[src/rtl/rhrt_pkg.sv]
package rhrt_pkg;

  localparam int unsigned CoordW = 16;

  // Action codes of an input item.
  localparam logic ActAdd    = 1'b0;
  localparam logic ActLookup = 1'b1;

  // Alignment codes; the unused code places the left edge as explicit does.
  localparam logic [1:0] AlignExplicit = 2'd0;
  localparam logic [1:0] AlignCentre   = 2'd1;
  localparam logic [1:0] AlignRight    = 2'd2;
  localparam logic [1:0] AlignSpare    = 2'd3;

  localparam logic [CoordW-1:0] LineWidthReset = 16'd640;

  // Geometry of one stored area.
  typedef struct packed {
    logic [CoordW-1:0] left;
    logic [CoordW-1:0] top;
    logic [CoordW-1:0] span_x;
    logic [CoordW-1:0] span_y;
  } area_t;

  // One table entry as read back from the store.
  typedef struct packed {
    area_t             geom;
    logic [CoordW-1:0] label;
  } entry_t;

endpackage

[src/rtl/rhrt_store.sv]
module rhrt_store
  import rhrt_pkg::*;
#(
  parameter int unsigned COUNT = 16,
  parameter int unsigned IDX_W = 4
) (
  input  logic             clk,
  input  logic             rst,
  input  logic [IDX_W-1:0] rd_addr,
  input  logic             wr_en,
  input  logic [IDX_W-1:0] wr_addr,
  input  entry_t           wr_entry,
  input  logic             clear_labels,
  output entry_t           rd_entry
);

  area_t             geom_mem  [COUNT];
  logic [CoordW-1:0] label_mem [COUNT];
  logic [COUNT-1:0]  geom_vld;
  logic [COUNT-1:0]  label_vld;

  area_t             rd_geom;
  logic [CoordW-1:0] rd_label;
  logic              rd_geom_vld;
  logic              rd_label_vld;

  // Memory write and registered read port.
  always_ff @(posedge clk) begin
    if (wr_en) begin
      geom_mem[wr_addr]  <= wr_entry.geom;
      label_mem[wr_addr] <= wr_entry.label;
    end
    rd_geom  <= geom_mem[rd_addr];
    rd_label <= label_mem[rd_addr];
  end

  // Valid bits: reset empties the table, a clear drops only the labels.
  always_ff @(posedge clk) begin
    if (rst) begin
      geom_vld     <= '0;
      label_vld    <= '0;
      rd_geom_vld  <= 1'b0;
      rd_label_vld <= 1'b0;
    end else begin
      if (wr_en) begin
        geom_vld[wr_addr] <= 1'b1;
      end
      if (clear_labels) begin
        label_vld <= '0;
      end else if (wr_en) begin
        label_vld[wr_addr] <= 1'b1;
      end
      rd_geom_vld  <= geom_vld[rd_addr];
      rd_label_vld <= label_vld[rd_addr];
    end
  end

  // An entry never written reads as all zero.
  always_comb begin
    rd_entry.geom  = rd_geom_vld  ? rd_geom  : '0;
    rd_entry.label = rd_label_vld ? rd_label : '0;
  end

endmodule

[src/rtl/rhrt_entry_test.sv]
module rhrt_entry_test
  import rhrt_pkg::*;
(
  input  logic   action,
  input  area_t  probe,
  input  entry_t entry,
  output logic   hit
);

  logic [CoordW:0] right_edge;
  logic [CoordW:0] bottom_edge;
  logic            covers;
  logic            usable;

  // Point containment, with bounds taken one bit wider so they never wrap.
  always_comb begin
    right_edge  = {1'b0, entry.geom.left} + {1'b0, entry.geom.span_x};
    bottom_edge = {1'b0, entry.geom.top}  + {1'b0, entry.geom.span_y};
    covers = (entry.geom.left <= probe.left) && ({1'b0, probe.left} <= right_edge) &&
             (entry.geom.top  <= probe.top)  && ({1'b0, probe.top}  <= bottom_edge);
  end

  // An add may use an entry with identical geometry or a free one.
  assign usable = (entry.geom == probe) || (entry.label == '0);

  assign hit = (action == ActLookup) ? covers : usable;

endmodule

[src/rtl/rectangle_hit_region_table_top.sv]
// Sequence: an accepted item passes through the ALIGN state and then the SCAN
// state, which tests entries until a hit or the last entry; a clear finishes in
// ALIGN without a scan. busy stays high until done, so a new item is taken
// only once the last one is through, as the single entry compare unit steps
// through the table memory one entry a cycle.
// Reset (rst, synchronous): the table reads as empty at once and the screen
// width register returns to 640. done is a one-cycle strobe; the receiver cannot stall.
module rectangle_hit_region_table_top
  import rhrt_pkg::*;
#(
  parameter int unsigned AREA_COUNT = 16
) (
  input  logic              clk,
  input  logic              rst,
  input  logic              config_write,
  input  logic [CoordW-1:0] config_data,
  input  logic              start,
  output logic              busy,
  input  logic              action,
  input  logic [CoordW-1:0] x_position,
  input  logic [CoordW-1:0] y_position,
  input  logic [1:0]        align,
  input  logic [CoordW-1:0] area_width,
  input  logic [CoordW-1:0] area_height,
  input  logic [CoordW-1:0] area_tag,
  output logic              done,
  output logic [CoordW-1:0] found_tag,
  output logic              accepted
);

  localparam int unsigned IdxW = (AREA_COUNT > 1) ? $clog2(AREA_COUNT) : 1;
  localparam logic [IdxW-1:0] LastIdx = IdxW'(AREA_COUNT - 1);

  typedef enum logic [2:0] {
    ST_IDLE  = 3'b001,
    ST_ALIGN = 3'b010,
    ST_SCAN  = 3'b100
  } state_t;

  state_t            state;
  logic [CoordW-1:0] screen_width;

  // Captured item.
  logic              it_action;
  logic [CoordW-1:0] it_x;
  logic [CoordW-1:0] it_y;
  logic [1:0]        it_align;
  logic [CoordW-1:0] it_w;
  logic [CoordW-1:0] it_h;
  logic [CoordW-1:0] it_tag;

  area_t             probe;
  logic [IdxW-1:0]   tst_idx;
  logic [IdxW-1:0]   rd_addr;
  entry_t            rd_entry;
  entry_t            wr_entry;
  logic              wr_en;
  logic              clear_labels;
  logic              hit;
  logic              is_clear;

  logic signed [CoordW:0] diff;
  logic signed [CoordW:0] half;
  logic [CoordW-1:0]      left_next;

  assign busy = (state != ST_IDLE);

  // Configuration register.
  always_ff @(posedge clk) begin
    if (rst) begin
      screen_width <= LineWidthReset;
    end else if (config_write) begin
      screen_width <= config_data;
    end
  end

  // Left edge from the alignment mode; halving rounds toward zero.
  always_comb begin
    diff = $signed({1'b0, screen_width}) - $signed({1'b0, it_w});
    half = (diff + $signed({{CoordW{1'b0}}, diff[CoordW]})) >>> 1;
    unique case (it_align)
      AlignCentre: left_next = half[CoordW-1:0];
      AlignRight:  left_next = diff[CoordW-1:0];
      default:     left_next = it_x;
    endcase
  end

  assign is_clear = (it_action == ActAdd) && (it_align == AlignExplicit) &&
                    (it_x == '0) && (it_y == '0) && (it_w == '0) && (it_tag == '0);

  // Read address runs one entry ahead of the entry under test.
  assign rd_addr = (state == ST_SCAN && tst_idx != LastIdx) ? tst_idx + 1'b1 : '0;

  assign wr_entry.geom  = probe;
  assign wr_entry.label = it_tag;
  assign wr_en          = (state == ST_SCAN) && hit && (it_action == ActAdd);
  assign clear_labels   = (state == ST_ALIGN) && is_clear;

  rhrt_store #(
    .COUNT (AREA_COUNT),
    .IDX_W (IdxW)
  ) u_store (
    .clk          (clk),
    .rst          (rst),
    .rd_addr      (rd_addr),
    .wr_en        (wr_en),
    .wr_addr      (tst_idx),
    .wr_entry     (wr_entry),
    .clear_labels (clear_labels),
    .rd_entry     (rd_entry)
  );

  rhrt_entry_test u_test (
    .action (it_action),
    .probe  (probe),
    .entry  (rd_entry),
    .hit    (hit)
  );

  // Sequencer: capture, align, then scan the table one entry a cycle (not for a clear).
  always_ff @(posedge clk) begin
    if (rst) begin
      state <= ST_IDLE;
      done  <= 1'b0;
    end else begin
      done <= 1'b0;
      unique case (state)
        ST_IDLE: begin
          if (start) begin
            state <= ST_ALIGN;
          end
        end
        ST_ALIGN: begin
          if (is_clear) begin
            done  <= 1'b1;
            state <= ST_IDLE;
          end else begin
            state <= ST_SCAN;
          end
        end
        ST_SCAN: begin
          if (hit || tst_idx == LastIdx) begin
            done  <= 1'b1;
            state <= ST_IDLE;
          end
        end
        default: begin
          state <= ST_IDLE;
        end
      endcase
    end
  end

  // Item capture, probe set-up, scan index and result beat.
  always_ff @(posedge clk) begin
    unique case (state)
      ST_IDLE: begin
        if (start) begin
          it_action <= action;
          it_x      <= x_position;
          it_y      <= y_position;
          it_align  <= align;
          it_w      <= area_width;
          it_h      <= area_height;
          it_tag    <= area_tag;
        end
      end
      ST_ALIGN: begin
        tst_idx      <= '0;
        probe.left   <= (it_action == ActLookup) ? it_x : left_next;
        probe.top    <= it_y;
        probe.span_x <= it_w;
        probe.span_y <= it_h;
        found_tag    <= '0;
        accepted     <= 1'b1;
      end
      ST_SCAN: begin
        tst_idx <= rd_addr;
        if (it_action == ActLookup) begin
          found_tag <= hit ? rd_entry.label : '0;
          accepted  <= 1'b1;
        end else begin
          found_tag <= '0;
          accepted  <= hit;
        end
      end
      default: begin
        tst_idx <= '0;
      end
    endcase
  end

endmodule

[config.mk]
export PLATFORM = sky130hd
export DESIGN_NAME = rectangle_hit_region_table_top
export DESIGN_NICKNAME = d
export VERILOG_FILES = /design/src/rtl/rhrt_pkg.sv /design/src/rtl/rhrt_store.sv /design/src/rtl/rhrt_entry_test.sv /design/src/rtl/rectangle_hit_region_table_top.sv
export SDC_FILE = /design/constraint.sdc
export NUM_CORES = 2
export LEC_CHECK = 0
export BUFFER_PORTS_ARGS = -buffer_cell sky130_fd_sc_hd__buf_2
export CAP_MARGIN = 0
export CORE_MARGIN = 5
export CORE_UTILIZATION = 50
export DETAILED_ROUTE_END_ITERATION = 10
export PLACE_DENSITY = 0.78
export SLEW_MARGIN = 10
export SYNTH_ARGS = -nofsm -noshare
export SYNTH_HDL_FRONTEND = slang
export SYNTH_HIERARCHICAL = 1
export SYNTH_SLANG_ARGS = --single-unit
[constraint.sdc]
create_clock -name clk -period 12.1 [get_ports clk]
set_input_delay 2.42 -clock clk [delete_from_list [all_inputs] [get_ports clk]]
set_output_delay 2.42 -clock clk [all_outputs]
set_load 0.05 [all_outputs]
==> results.ini <==
[run_status]
status = finished clean

[detailed_routing]
drc = 0
drtAntennaViolNets = 0
via_per_inst = 6.195
wire_per_inst_um = 28.86
drt_pre_antenna_iters = 5
wirelength_um = 153200
via_count = 32884
drt_iter0_drc = 4277

[clock_network]
cts.sinks = 1582
clock_path_buffers = 3
cts_buffers = 156
ctsHoldBuffers = 0
clkLatencyLatePin_ns = 0.81
clk_pin_slew_ns = 0.06
cts_htree_levels = 4
cts_root_buffer = clkbuf_16
cts_setup_buffers = 0
cts_resized = 0
cts_tree = built

[placed_design]
place_inst = 5011
io_buffer_count = 121
dp_hpwl_um = 90020
place_congestion = 0.9264

[synth]
synth_nets = 3537
synth_flop_cell = edfxtp_1
ys_warn_count = 6
synthArstFlopShare_pct = 0
synth_cell_types = 81
netlist_area_um2 = 62730
ys_top_cells_by_area = edfxtp_1 69%, mux4_2 11%, dfxtp_1 4.3%
synth_top_area_share_pct = 69.32
synth-seq-area-share_pct = 73.59
syn_area_per_cell_um2 = 18.93
synth_edf_count = 1448
ys_seq_elements = 1582
synth_top_area_cell = edfxtp_1
syn-instance-count = 3314

[layout]
n_fill_cell = 8879
fin_cells = 5308
syn2layout_area_growth_pct = 13.14
layout.nets = 3742
layout-drive-gt1-share_pct = 22.88

[timing]
min_period_ns = 7.913
slew_headroom_pct = 8.220
fmax_mhz = 126.4
period_share_pct = 65.39
tightest_slew_ns = 1.364
slew_viol_final = 0
finalSetupViolCount = 0
rsz0062_at_grt = false
finClkSkew_ns = 0.05865
hold_violations = 0

[global_route]
grt_max_degree = 151
grt.overflow.total = 0
grt_pass1_vias = 33379
grt_pass1_wl_um = 224600
grt_antenna_before_repair = 4
grt_usage_pct = 23.34

[job]
maxCapViolations = 0

[die]
die_h_um = 364.2
ios = 122
die_x_um = 364.2
dieArea_um2 = 132600
start_util_pct = 50.15
fp-row-count = 130
core_area_um2 = 125100

[setup_path]
path_cells = and2_1 -> ha_1 -> a211o_1 -> a21oi_2 -> o21ai_1 -> a21oi_1 -> a2111oi_0 -> a311oi_1 -> ha_1 -> and3_1 -> nand3_1 -> nor4_1 -> or3_1 -> a211oi_1 -> o41ai_2 -> nor3b_1 -> nand3_1 -> nor2_4 -> buf_4 -> buf_4
crit_buf_inv = 2
critPathLaunch = u_store/rd_geom_vld$_SDFF_PP0_
cp.arrival_ns = 8.31
reg2reg_from = u_store/rd_geom_vld$_SDFF_PP0_
endpoint_kind = flip-flop
critPathLaunchType = flip-flop
cp_slowest_cell = dfxtp_2
crit_required_ns = 12.50
slowest_delay_ns = 0.99
critPathMaxFanout = 64
critPathTopFamily = compound AO/OA/AOI/OAI gates
criticalPathCategory = reg -> reg

[power]
peakVddDrop_mv = 0.1702
p_leak_uw = 0.02309
finalPower_uw = 11400
power_density_nw_per_um2 = 160.7

[hold_path]
hp-class = reg -> reg
holdCritStartpoint = it_h[10]$_DFFE_PP_

==> cells in the final DEF, fill, tap and decap left out, types with 36 or more instances in the layout <==
cell / instances
a21oi_1: 64
a22oi_1: 134
and2_1: 102
buf_2: 121
buf_4: 64
clkbuf_1: 36
clkbuf_16: 157
dfxtp_1: 133
edfxtp_1: 1448
ha_1: 117
inv_1: 84
mux4_2: 320
nand2_1: 139
nor2_1: 120
xnor2_1: 51
==> metrics by stage <==
stage	cell area (µm²)	hold slack [ns]	setup WS [ns]	TNS [ns]	utilization (%)
after floorplan	62730	0.4003	-0.6176	-142.29	-
after global placement	65440	0.4055	4.648	0	52.31
after detailed placement	65440	0.4045	4.410	0	52.31
after CTS	70960	0.4183	4.358	0	56.73
after global routing	70960	0.4219	3.873	0	56.73
final	70970	0.4165	4.187	0	56.74
==> cells in the mapped netlist (6+ instances only) <==
master     instances
buf_2             35
dfxtp_1          134
mux4_2           320
nand3b_1           7
a21o_1            22
nand3_1           30
nor4_1            31
o211ai_1          10
and2_1           103
nand2b_1          15
or3_1              6
a31oi_1           10
mux2i_1           33
nand2_1          139
a211oi_1          11
a221oi_1           6
a22oi_1          134
a22oi_2           30
edfxtp_1        1448
a21oi_1           64
buf_1             14
clkbuf_1          73
buf_6              7
nand4_1           33
xnor2_1           51
nor2_1           127
nor2b_1           18
inv_1             85
ha_1             117
nor3_1            31
o21ai_0           25
o2111ai_1          7
o21a_1            23
buf_4             11
xor2_1            18
==> per-layer routing <==
layer  GRT usage, %  routed length, µm
met3          7.541              17870
met5              0                 13
met2          35.09              69720
met1          32.85              60820
met4          7.462               4783
==> worst reg2reg max path, cell delays in order (launching register included) <==
cell       delay, ns
dfxtp_2         0.99
and2_1          0.36
ha_1            0.28
a211o_1         0.31
a21oi_2         0.15
o21ai_1         0.12
a21oi_1         0.35
a2111oi_0       0.21
a311oi_1        0.26
ha_1            0.21
and3_1          0.16
nand3_1         0.11
nor4_1          0.31
or3_1           0.15
a211oi_1        0.05
o41ai_2         0.96
nor3b_1         0.47
nand3_1         0.25
nor2_4          0.49
buf_4           0.47
buf_4           0.83
==> layout make-up <==
class / count / area, µm² / area share [%]
Timing Repair Buffer: 189 / 1166 / 1.643
Tap cell: 1650 / 2064 / 2.909
Multi-Input combinational cell: 1505 / 15720 / 22.15
Sequential cell: 1582 / 46170 / 65.05
Inverter: 85 / 320.3 / 0.4513
Antenna cell: 4 / 10.01 / 0.01410
Clock buffer: 216 / 4380 / 6.172
Clock inverter: 77 / 1144 / 1.611
==> cell families after synthesis <==
group           share of synthesized area [%]
mux                                     12.02
fa+ha+maj                               2.429
simple gates                            4.594
flops                                   73.59
buf+inv                                 1.598
compound gates                          4.807
xor+xnor                               0.9634
==> report_power, final <==
group | internal [µW] | switching, µW | total [µW]
registers | 5980 | 87.8 | 6070
clock network | 2980 | 2110 | 5080
logic | 83.0 | 165 | 248
==> final timing paths <==
kind,slack [ns],cells past startpoint,end
worst min-delay path,0.42,0,probe[10]$_DFFE_PN_
worst max-delay path,4.19,20,u_store/geom_mem[14][45]$_DFFE_PP_
worst max register to register,4.19,20,u_store/geom_mem[14][45]$_DFFE_PP_
worst min register to register,0.42,0,probe[10]$_DFFE_PN_
==> sequential cells by signal, summed over array words and instances (netlist names), 2 cells and up <==
register / cells
it_h: 16
tst_idx: 4
it_w: 16
u_store/label_vld: 16
found_tag: 16
u_store/geom_mem: 1024
state: 3
it_x: 16
it_y: 16
u_store/geom_vld: 16
u_store/rd_label: 16
it_tag: 16
u_store/rd_geom: 64
u_store/label_mem: 256
it_align: 2
probe: 64
screen_width: 16
Note: power is estimated with default switching activity, not from simulation.
